<file path="config.mk">
export PLATFORM = sky130hd
export DESIGN_NAME = dda_line_rasterizer
export DESIGN_NICKNAME = d
export VERILOG_FILES = /design/src/rtl/dda_pkg.sv /design/src/rtl/dda_line_rasterizer.sv /design/src/rtl/dda_front.sv /design/src/rtl/dda_queue.sv /design/src/rtl/dda_back.sv
export SDC_FILE = /design/constraint.sdc
export NUM_CORES = 1
export LEC_CHECK = 0
export BUFFER_PORTS_ARGS = -buffer_cell sky130_fd_sc_hd__buf_2
export CORE_MARGIN = 4
export CORE_UTILIZATION = 25
export CTS_BUF_LIST = sky130_fd_sc_hd__clkbuf_8
export DETAILED_ROUTE_END_ITERATION = 7
export GPL_TIMING_DRIVEN = 0
export PLACE_DENSITY = 0.49
export SLEW_MARGIN = 20
export SYNTH_ARGS = -nofsm -noshare
export SYNTH_HDL_FRONTEND = slang
export SYNTH_SLANG_ARGS = --single-unit
</file>
<file path="constraint.sdc">
create_clock -name clock -period 18.2 [get_ports clock]
set_input_delay 1.82 -clock clock [delete_from_list [all_inputs] [get_ports clock]]
set_output_delay 1.82 -clock clock [all_outputs]
set_load 0.005 [all_outputs]
</file>
<file path="src/rtl/dda_pkg.sv">
// ----------------------------------------------------------------------------
// dda_pkg
// Shared types, constants and helpers of the DDA line rasterizer.
// ----------------------------------------------------------------------------
package dda_pkg;

   localparam int MAX_DIM         = 64;
   localparam int COORD_FRAC_BITS = 4;
   localparam int ACC_FRAC        = 16;
   localparam int COORD_W         = 12;
   localparam int DIM_W           = 7;
   localparam int PIX_W           = 6;
   localparam int COLOR_W         = 24;
   localparam int SLOPE_W         = ACC_FRAC + 2;
   localparam int QUO_W           = ACC_FRAC + 1;
   localparam int DVD_W           = COORD_W + ACC_FRAC;
   localparam int DIV_CNT_W       = $clog2(DVD_W);
   localparam int OFF_W           = COORD_FRAC_BITS + 1;
   localparam int PROD_W          = OFF_W + SLOPE_W;
   localparam int ACC_W           = 28;
   localparam int CSR_IDX_W       = 2;

   localparam logic [CSR_IDX_W-1:0] CSR_RASTER_WIDTH  = 2'd0;
   localparam logic [CSR_IDX_W-1:0] CSR_RASTER_HEIGHT = 2'd1;

   typedef struct packed {
      logic signed [COORD_W-1:0] start_x;
      logic signed [COORD_W-1:0] start_y;
      logic signed [COORD_W-1:0] end_x;
      logic signed [COORD_W-1:0] end_y;
      logic [COLOR_W-1:0]        line_color;
   } req_word_type;

   typedef struct packed {
      logic [PIX_W-1:0]   pixel_x;
      logic [PIX_W-1:0]   pixel_y;
      logic [COLOR_W-1:0] pixel_color;
      logic               last_pixel;
   } rsp_word_type;

   typedef struct packed {
      logic [COLOR_W-1:0]        color;
      logic signed [COORD_W-1:0] first_x;
      logic signed [COORD_W-1:0] first_y;
      logic                      steep;
      logic                      dir_down;
      logic signed [COORD_W-1:0] maj_start;
      logic signed [COORD_W-1:0] maj_end;
      logic signed [COORD_W-1:0] minor_raw;
      logic signed [OFF_W-1:0]   off;
      logic signed [SLOPE_W-1:0] slope;
      logic signed [SLOPE_W-1:0] step;
   } cmd_type;

   typedef struct packed {
      logic [DIM_W-1:0] width;
      logic [DIM_W-1:0] height;
   } raster_type;

   typedef enum logic [1:0] {
      F_IDLE,
      F_DIV,
      F_PUSH
   } front_state_type;

   typedef enum logic [2:0] {
      B_IDLE,
      B_MUL,
      B_INIT,
      B_FIRST,
      B_STEP,
      B_FLUSH
   } back_state_type;

   function automatic logic signed [COORD_W-1:0] rnd_coord(input logic signed [COORD_W-1:0] v);
      logic signed [COORD_W:0] t;
      t = {v[COORD_W-1], v} + (COORD_W+1)'(1 << (COORD_FRAC_BITS-1))
          - {{COORD_W{1'b0}}, v[COORD_W-1]};
      return COORD_W'(t >>> COORD_FRAC_BITS);
   endfunction

   function automatic logic [DIM_W-1:0] clamp_dim(input logic [DIM_W-1:0] r);
      return (r > DIM_W'(MAX_DIM)) ? DIM_W'(MAX_DIM) : r;
   endfunction

endpackage

</file>
<file path="src/rtl/dda_line_rasterizer.sv">
// ----------------------------------------------------------------------------
// dda_line_rasterizer
// DDA line rasterizer: one line word in, one pixel word per raster pixel out.
// ----------------------------------------------------------------------------
// In the front part the slope comes from a restoring divider at one
// quotient bit per cycle (28 steps); in the back part the stepper walks
// the rounded span of the major axis (at most 256 within the coordinate
// range) and makes one pixel a cycle while the output is not stalled. The
// two parts overlap through a two-entry command queue, so the sustained
// time per line is set by the slower of the two. Pixels outside the raster
// are dropped; the last emitted pixel of a line carries last_pixel. The
// raster size registers are to be written while idle; the block itself
// does not enforce it.
// ----------------------------------------------------------------------------
module dda_line_rasterizer import dda_pkg::*; (
   input  logic                 clock,
   input  logic                 reset,
   input  logic                 req_valid,
   output logic                 req_stall,
   input  req_word_type         req_word,
   output logic                 rsp_valid,
   input  logic                 rsp_stall,
   output rsp_word_type         rsp_word,
   input  logic                 csr_valid,
   output logic                 csr_ready,
   input  logic [CSR_IDX_W-1:0] csr_index,
   input  logic [DIM_W-1:0]     csr_wdata
);

   logic [DIM_W-1:0] width_ff, width_in;
   logic [DIM_W-1:0] height_ff, height_in;
   raster_type       raster;
   logic             push_valid, q_full, pop, q_empty;
   cmd_type          push_word, head_word;

   assign csr_ready = 1'b1;

   always_comb begin
      width_in  = width_ff;
      height_in = height_ff;
      if (csr_valid) begin
         case (csr_index)
            CSR_RASTER_WIDTH:  width_in  = csr_wdata;
            CSR_RASTER_HEIGHT: height_in = csr_wdata;
            default: begin
            end
         endcase
      end
      raster.width  = clamp_dim(width_ff);
      raster.height = clamp_dim(height_ff);
   end

   always_ff @(posedge clock) begin
      if (reset) begin
         width_ff  <= DIM_W'(MAX_DIM);
         height_ff <= DIM_W'(MAX_DIM);
      end else begin
         width_ff  <= width_in;
         height_ff <= height_in;
      end
   end

   dda_front u_front (
      .clock      (clock),
      .reset      (reset),
      .req_valid  (req_valid),
      .req_stall  (req_stall),
      .req_word   (req_word),
      .push_valid (push_valid),
      .push_word  (push_word),
      .q_full     (q_full)
   );

   dda_queue u_queue (
      .clock      (clock),
      .reset      (reset),
      .push_valid (push_valid),
      .push_word  (push_word),
      .q_full     (q_full),
      .pop        (pop),
      .q_empty    (q_empty),
      .head_word  (head_word)
   );

   dda_back u_back (
      .clock      (clock),
      .reset      (reset),
      .raster     (raster),
      .q_empty    (q_empty),
      .head_word  (head_word),
      .pop        (pop),
      .rsp_valid  (rsp_valid),
      .rsp_stall  (rsp_stall),
      .rsp_word   (rsp_word)
   );

endmodule

</file>
<file path="src/rtl/dda_front.sv">
// ----------------------------------------------------------------------------
// dda_front
// Accepts line words, orders endpoints, classifies shallow/steep and forms
// the rounded slope with a restoring divider, one quotient bit a cycle.
// ----------------------------------------------------------------------------
module dda_front import dda_pkg::*; (
   input  logic         clock,
   input  logic         reset,
   input  logic         req_valid,
   output logic         req_stall,
   input  req_word_type req_word,
   output logic         push_valid,
   output cmd_type      push_word,
   input  logic         q_full
);

   front_state_type         state_ff, state_in;
   cmd_type                 cmd_ff, cmd_in;
   logic [DVD_W-1:0]        dvd_ff, dvd_in;
   logic [COORD_W-1:0]      rem_ff, rem_in;
   logic [COORD_W-1:0]      den_ff, den_in;
   logic [QUO_W-1:0]        quo_ff, quo_in;
   logic [DIV_CNT_W-1:0]    cnt_ff, cnt_in;
   logic                    neg_ff, neg_in;

   logic                    swap;
   logic signed [COORD_W-1:0] xa, ya, xb, yb;
   logic signed [COORD_W:0] dx, dy, ady;
   logic                    steep;
   logic signed [COORD_W-1:0] rxa, rya, rxb, ryb, ms, mr;
   logic signed [COORD_W+1:0] off_w;
   logic [COORD_W-1:0]      num_mag, den;
   logic [COORD_W:0]        trial;
   logic [QUO_W-1:0]        q;
   logic signed [SLOPE_W-1:0] q_s, slope;

   assign req_stall = (state_ff != F_IDLE);

   always_comb begin
      swap  = req_word.start_x > req_word.end_x;
      xa    = swap ? req_word.end_x   : req_word.start_x;
      ya    = swap ? req_word.end_y   : req_word.start_y;
      xb    = swap ? req_word.start_x : req_word.end_x;
      yb    = swap ? req_word.start_y : req_word.end_y;
      dx    = {xb[COORD_W-1], xb} - {xa[COORD_W-1], xa};
      dy    = {yb[COORD_W-1], yb} - {ya[COORD_W-1], ya};
      ady   = dy[COORD_W] ? -dy : dy;
      steep = ady > dx;
      rxa   = rnd_coord(xa);
      rya   = rnd_coord(ya);
      rxb   = rnd_coord(xb);
      ryb   = rnd_coord(yb);
      ms    = steep ? rya : rxa;
      mr    = steep ? ya : xa;
      off_w = ({{2{ms[COORD_W-1]}}, ms} <<< COORD_FRAC_BITS) - {{2{mr[COORD_W-1]}}, mr};
      num_mag = steep ? dx[COORD_W-1:0] : ady[COORD_W-1:0];
      den     = steep ? ady[COORD_W-1:0] : dx[COORD_W-1:0];

      trial = {rem_ff, dvd_ff[DVD_W-1]};
      q     = (den_ff == '0) ? '0 : quo_ff;
      q_s   = {1'b0, q};
      slope = neg_ff ? -q_s : q_s;

      push_valid = 1'b0;
      push_word  = cmd_ff;
      push_word.slope = slope;
      push_word.step  = cmd_ff.steep ? q_s : slope;

      state_in = state_ff;
      cmd_in   = cmd_ff;
      dvd_in   = dvd_ff;
      rem_in   = rem_ff;
      den_in   = den_ff;
      quo_in   = quo_ff;
      cnt_in   = cnt_ff;
      neg_in   = neg_ff;

      case (state_ff)
         F_IDLE: begin
            if (req_valid) begin
               cmd_in.color     = req_word.line_color;
               cmd_in.first_x   = rxa;
               cmd_in.first_y   = rya;
               cmd_in.steep     = steep;
               cmd_in.dir_down  = steep & dy[COORD_W];
               cmd_in.maj_start = ms;
               cmd_in.maj_end   = steep ? ryb : rxb;
               cmd_in.minor_raw = steep ? xa : ya;
               cmd_in.off       = off_w[OFF_W-1:0];
               cmd_in.slope     = '0;
               cmd_in.step      = '0;
               dvd_in   = {num_mag, {ACC_FRAC{1'b0}}} + DVD_W'(den >> 1);
               rem_in   = '0;
               den_in   = den;
               quo_in   = '0;
               cnt_in   = '0;
               neg_in   = dy[COORD_W];
               state_in = F_DIV;
            end
         end
         F_DIV: begin
            if (trial >= {1'b0, den_ff}) begin
               rem_in = COORD_W'(trial - {1'b0, den_ff});
               quo_in = {quo_ff[QUO_W-2:0], 1'b1};
            end else begin
               rem_in = trial[COORD_W-1:0];
               quo_in = {quo_ff[QUO_W-2:0], 1'b0};
            end
            dvd_in = dvd_ff << 1;
            cnt_in = cnt_ff + DIV_CNT_W'(1);
            if (cnt_ff == DIV_CNT_W'(DVD_W-1)) begin
               state_in = F_PUSH;
            end
         end
         F_PUSH: begin
            push_valid = 1'b1;
            if (!q_full) begin
               state_in = F_IDLE;
            end
         end
         default: begin
            state_in = F_IDLE;
         end
      endcase
   end

   always_ff @(posedge clock) begin
      if (reset) begin
         state_ff <= F_IDLE;
      end else begin
         state_ff <= state_in;
      end
      cmd_ff <= cmd_in;
      dvd_ff <= dvd_in;
      rem_ff <= rem_in;
      den_ff <= den_in;
      quo_ff <= quo_in;
      cnt_ff <= cnt_in;
      neg_ff <= neg_in;
   end

endmodule

</file>
<file path="src/rtl/dda_queue.sv">
// ----------------------------------------------------------------------------
// dda_queue
// Two-entry command queue between the front and back parts.
// ----------------------------------------------------------------------------
module dda_queue import dda_pkg::*; (
   input  logic    clock,
   input  logic    reset,
   input  logic    push_valid,
   input  cmd_type push_word,
   output logic    q_full,
   input  logic    pop,
   output logic    q_empty,
   output cmd_type head_word
);

   cmd_type    mem_ff [2];
   logic       wr_ptr_ff, wr_ptr_in;
   logic       rd_ptr_ff, rd_ptr_in;
   logic [1:0] count_ff, count_in;
   logic       do_push, do_pop;

   always_comb begin
      q_full    = (count_ff == 2'd2);
      q_empty   = (count_ff == 2'd0);
      head_word = mem_ff[rd_ptr_ff];
      do_push   = push_valid & ~q_full;
      do_pop    = pop & ~q_empty;
      wr_ptr_in = wr_ptr_ff ^ do_push;
      rd_ptr_in = rd_ptr_ff ^ do_pop;
      count_in  = count_ff + {1'b0, do_push} - {1'b0, do_pop};
   end

   always_ff @(posedge clock) begin
      if (reset) begin
         wr_ptr_ff <= 1'b0;
         rd_ptr_ff <= 1'b0;
         count_ff  <= 2'd0;
      end else begin
         wr_ptr_ff <= wr_ptr_in;
         rd_ptr_ff <= rd_ptr_in;
         count_ff  <= count_in;
      end
      if (do_push) begin
         mem_ff[wr_ptr_ff] <= push_word;
      end
   end

endmodule

</file>
<file path="src/rtl/dda_back.sv">
// ----------------------------------------------------------------------------
// dda_back
// Steps the DDA along the major axis, clips each pixel to the raster and
// holds one pixel back so the final one carries the last flag.
// ----------------------------------------------------------------------------
module dda_back import dda_pkg::*; (
   input  logic         clock,
   input  logic         reset,
   input  raster_type   raster,
   input  logic         q_empty,
   input  cmd_type      head_word,
   output logic         pop,
   output logic         rsp_valid,
   input  logic         rsp_stall,
   output rsp_word_type rsp_word
);

   back_state_type          state_ff, state_in;
   cmd_type                 cmd_ff, cmd_in;
   logic signed [PROD_W-1:0] prod_ff, prod_in;
   logic signed [ACC_W-1:0] acc_ff, acc_in;
   logic signed [COORD_W-1:0] pos_ff, pos_in;
   logic                    pend_valid_ff, pend_valid_in;
   rsp_word_type            pend_ff, pend_in;
   logic                    out_valid_ff, out_valid_in;
   rsp_word_type            out_ff, out_in;

   logic                    out_free;
   logic                    cand_valid;
   logic signed [COORD_W-1:0] cand_x, cand_y;
   logic                    in_raster;
   logic signed [PROD_W-1:0] pr;
   logic signed [PROD_W-COORD_FRAC_BITS-1:0] pr_sh;
   logic signed [ACC_W-1:0] acc_step, acc_rnd;
   logic signed [COORD_W-1:0] minor_pix;

   assign rsp_valid = out_valid_ff;
   assign rsp_word  = out_ff;

   always_comb begin
      out_free = ~out_valid_ff | ~rsp_stall;

      pr    = prod_ff + PROD_W'(1 << (COORD_FRAC_BITS-1)) - {{(PROD_W-1){1'b0}}, prod_ff[PROD_W-1]};
      pr_sh = (PROD_W-COORD_FRAC_BITS)'(pr >>> COORD_FRAC_BITS);

      acc_step  = acc_ff + {{(ACC_W-SLOPE_W){cmd_ff.step[SLOPE_W-1]}}, cmd_ff.step};
      acc_rnd   = acc_step + ACC_W'(1 << (ACC_FRAC-1)) - {{(ACC_W-1){1'b0}}, acc_step[ACC_W-1]};
      minor_pix = COORD_W'(acc_rnd >>> ACC_FRAC);

      state_in      = state_ff;
      cmd_in        = cmd_ff;
      prod_in       = prod_ff;
      acc_in        = acc_ff;
      pos_in        = pos_ff;
      pend_valid_in = pend_valid_ff;
      pend_in       = pend_ff;
      out_valid_in  = out_valid_ff & rsp_stall;
      out_in        = out_ff;
      pop           = 1'b0;
      cand_valid    = 1'b0;
      cand_x        = cmd_ff.first_x;
      cand_y        = cmd_ff.first_y;

      case (state_ff)
         B_IDLE: begin
            if (!q_empty) begin
               pop      = 1'b1;
               cmd_in   = head_word;
               state_in = B_MUL;
            end
         end
         B_MUL: begin
            prod_in  = cmd_ff.off * cmd_ff.slope;
            state_in = B_INIT;
         end
         B_INIT: begin
            acc_in = ({{(ACC_W-COORD_W){cmd_ff.minor_raw[COORD_W-1]}}, cmd_ff.minor_raw}
                      <<< (ACC_FRAC-COORD_FRAC_BITS))
                     + {{(ACC_W-PROD_W+COORD_FRAC_BITS){pr_sh[PROD_W-COORD_FRAC_BITS-1]}}, pr_sh};
            pos_in   = cmd_ff.maj_start;
            state_in = B_FIRST;
         end
         B_FIRST: begin
            if (out_free) begin
               cand_valid = 1'b1;
               state_in   = B_STEP;
            end
         end
         B_STEP: begin
            if (pos_ff == cmd_ff.maj_end) begin
               state_in = B_FLUSH;
            end else if (out_free) begin
               pos_in     = cmd_ff.dir_down ? pos_ff - COORD_W'(1) : pos_ff + COORD_W'(1);
               acc_in     = acc_step;
               cand_valid = 1'b1;
               cand_x     = cmd_ff.steep ? minor_pix : pos_in;
               cand_y     = cmd_ff.steep ? pos_in : minor_pix;
            end
         end
         B_FLUSH: begin
            if (!pend_valid_ff) begin
               state_in = B_IDLE;
            end else if (out_free) begin
               out_valid_in       = 1'b1;
               out_in             = pend_ff;
               out_in.last_pixel  = 1'b1;
               pend_valid_in      = 1'b0;
               state_in           = B_IDLE;
            end
         end
         default: begin
            state_in = B_IDLE;
         end
      endcase

      in_raster = ~cand_x[COORD_W-1] & ~cand_y[COORD_W-1]
                  & (cand_x[COORD_W-2:0] < (COORD_W-1)'(raster.width))
                  & (cand_y[COORD_W-2:0] < (COORD_W-1)'(raster.height));

      if (cand_valid && in_raster) begin
         if (pend_valid_ff) begin
            out_valid_in = 1'b1;
            out_in       = pend_ff;
         end
         pend_valid_in       = 1'b1;
         pend_in.pixel_x     = cand_x[PIX_W-1:0];
         pend_in.pixel_y     = cand_y[PIX_W-1:0];
         pend_in.pixel_color = cmd_ff.color;
         pend_in.last_pixel  = 1'b0;
      end
   end

   always_ff @(posedge clock) begin
      if (reset) begin
         state_ff      <= B_IDLE;
         pend_valid_ff <= 1'b0;
         out_valid_ff  <= 1'b0;
      end else begin
         state_ff      <= state_in;
         pend_valid_ff <= pend_valid_in;
         out_valid_ff  <= out_valid_in;
      end
      cmd_ff  <= cmd_in;
      prod_ff <= prod_in;
      acc_ff  <= acc_in;
      pos_ff  <= pos_in;
      pend_ff <= pend_in;
      out_ff  <= out_in;
   end

endmodule

</file>
==> run summary <==
The top-area cell type share of the netlist area is 50.3%. Setup violations remaining at the end of the flow were counted as 0. Summed over all instances, the cell type with the most area after synthesis is sky130_fd_sc_hd__edfxtp_1. The later pin in the worst-skew pair is clocked with a latency of 800 ps. The placed cell area came out at 41,400 sq um. In the synthesized netlist, the cells that appear most often are sky130_fd_sc_hd__edfxtp_1, sky130_fd_sc_hd__nor2_1, sky130_fd_sc_hd__inv_1. The transition time of the tightest slew-check pin came out at 1050 ps. The count of state elements after synthesis is 657.

The number of nets still failing antenna checks after routing came out at 0. By area the synthesized netlist is led by sky130_fd_sc_hd__edfxtp_1, sky130_fd_sc_hd__ha_1, sky130_fd_sc_hd__mux2_2, sky130_fd_sc_hd__fa_1, sky130_fd_sc_hd__nor2_1. Setup repair after global routing left no endpoint under its margin.

The number of slew-limit violations in the final report is 0. The root buffer cell chosen for the clock tree is sky130_fd_sc_hd__clkbuf_8. The detailed-placement wirelength estimate came out at 75,200 um. The routed via count divided by cell count is 4.45. Setup slack on the worst reg-to-reg path comes out at 8800 ps. The routed wire length is 98,000 um. After synthesis, the share of flip-flops with an asynchronous set or reset is 0%. The number of violations reported at the end of detailed-routing iteration 0 is 1,244.

The horizontal extent of the die is 397 um. The H-tree depth is 3. The routed wire length per instance came out at 17.3 um. The worst slew slack as a fraction of its limit is 30.1%. The count of synthesis-stage warnings from yosys is 0. The initial antenna violation count is 4. The maximum buffer depth of the clock tree came out at 3. At the worst endpoint, the required time is 18,600 ps. Yosys instantiated no cell more often than sky130_fd_sc_hd__edfxtp_1. For this configuration, the core starts out at a cell density of 25.2%.

Global routing used 12.2% of the available tracks. The clock transition at the register clock pins on the worst setup and hold paths after CTS came out at 60 ps. The share of layout cells above drive strength 1 is 13.7%. The flow ran to the end, and the final reports show no timing, DRC or antenna violations.

The maximum number of pins on one net before global-route repair is 46. The number of global-route vias before repair is 24,800. The gate count of the mapped netlist is 3,313. The CTS buffer count is 105. The number of top-level pins came out at 126.

The first-pass iteration count of the detailed router came out at 5. The sequential cells in the finished layout cover a total of 19,500 sq um. By startpoint and endpoint, the worst setup path is classified as input pin to flip-flop. Of the synthesized area, sequential elements account for 51.6%.

In this run the worst path has a maximum fanout of 10. The fmax is 0.104 GHz. The largest individual stage delay along the critical path comes from the cell sky130_fd_sc_hd__clkbuf_1. The post-synthesis average cell area is 11.4 sq um. The final global-route overflow total is 0. The kind of end point of the critical path is a flip-flop. Once the clock tree was built, the resizer swapped 0 gates to a different size. Hold repair after CTS inserted 0 buffers.

The detailed-route DRC error count is 0. The worst hold path belongs to the class flip-flop to flip-flop. The most used flip-flop cell after synthesis is sky130_fd_sc_hd__edfxtp_1. TritonCTS built the clock tree. The worst path arrival time came out at 9990 ps. The post-synthesis cell type count came out at 100. The area of the core region came out at 150,000 sq um.

The total negative slack came out at 0 ps. The number of buffers inserted to repair setup after CTS is 0. The final-report hold violation count is 0.

The number of input and output port buffers inserted is 121. The multi-input gate area in the final layout is 17,000 sq um. The last weighted congestion value of the routability-driven placer came out at 0.884.

The net count of the finished layout came out at 3,959. The number of synthesized flops with an enable pin came out at 632. The cell area after synthesis is 37,700 sq um. The number of nets in the synthesized netlist is 3,694.

The number of fillers in the final layout is 15,600. For this run, the slowest stage of the critical path takes 710 ps. The share of the clock period used by the worst path came out at 52.7%.

The area growth from synthesis to layout is 15.3%. Once layout is complete, the utilization of the core stands at 29.0%. The area enclosed by the die boundary is 157,000 sq um. The count of max-cap constraint violations is 0. The count of clock tree sinks is 657. The total via count in the routed design came out at 25,300.

The final design instance area without fill is 43,500 sq um. The time the final worst path needs with I/O delays and setup came out at 9590 ps. The die span in y came out at 397 um. The first-pass GRT wire length came out at 148,000 um. STA classifies the critical path startpoint as an input pin. For the final database, setup skew stands at 95.1 ps.

The number of rows in the core area is 142.
cells in the final DEF, fill, tap and decap left out, drive strengths merged, types with 30 or more instances in the layout:
master / instances
edfxtp: 632
nor2: 305
inv: 293
ha: 235
nand2: 234
a21oi: 214
clkbuf: 183
buf: 182
mux2: 142
o21ai: 142
xnor2: 126
and2: 109
xor2: 66
a21o: 66
fa: 60
mux2i: 49
nor2b: 47
nand2b: 47
nor3: 45
nand3: 45
clkinv: 35
a31oi: 33
o21bai: 31
o21a: 30
metrics by stage:
stage,worst slack [ps],hold WS (ps),std cells
2_1_floorplan,4590,400,3313
3_3_place_gp,-3500,401,5450
3_5_place_dp,8010,405,5487
4_1_cts,8570,391,5681
5_1_grt,8220,385,5682
6_report,8610,407,5682
final timing paths:
kind                         startpoint                     to  cells after the start
hold / removal    u_front.push_word[53]  u_queue.mem_ff[0][53]                      0
hold reg to reg   u_front.push_word[53]  u_queue.mem_ff[0][53]                      0
setup reg to reg      u_back.cmd_ff[18]              flip-flop                     34
setup / recovery           req_word[37]  u_front.push_word[53]                     31
area by class of cell:
class                   instances  share of cell area, %
diodes                          1                0.00575
plain buffers                  97                  0.920
clock buffers                 110                   3.48
clock inverters                84                   1.48
inverters                     253                   2.18
multi-input cells            2306                   39.0
flip-flops and latches        657                   44.8
well taps                    2016                   5.80
repair buffers                158                   2.36
critical path, delay by kind of cell:
kind                       cells  cell delay, ps
and+or+nand+nor                5            1180
buffers and inverters          6            1890
adders and majority gates      3             900
AOI/OAI and AO/OA             17            4180
cells by family (layout without fill, tap and decap cells):
kind of cell	after synthesis	after routing	synth area share (%)
xor+xnor	193	193	4.54
fa+ha+maj	308	308	11.3
compound gates	672	672	11.4
other cells	1	2	0.00994
buf+inv	350	702	3.58
flops	657	657	51.6
simple gates	941	941	12.0
mux	191	191	5.54
state kept, by name (all words and copies together) (netlist names), 2 cells and up, named ones only:
register / count
u_front.rem_ff: 12
u_queue.count_ff: 2
u_back.acc_ff: 28
u_back.pos_ff: 12
u_back.pend_ff: 36
height_ff: 7
u_front.den_ff: 12
u_queue.mem_ff: 228
u_back.state_ff: 3
u_front.dvd_ff: 28
u_front.quo_ff: 17
width_ff: 7
u_back.prod_ff: 23
u_front.push_word: 79
u_front.cnt_ff: 5
u_front.state_ff: 2
u_back.cmd_ff: 114
routing by layer:
metal  up-vias  routed length, um  GRT usage, %
li1      12500                  -             -
met1     12200              44800          15.9
met2       436              46500          20.4
met3       146               3660          1.99
met4         2               2990          4.45
met5         -                  7             0
Power is not shown: default switching activity piles up to over one toggle a cycle in this logic, so the estimate is an artifact.
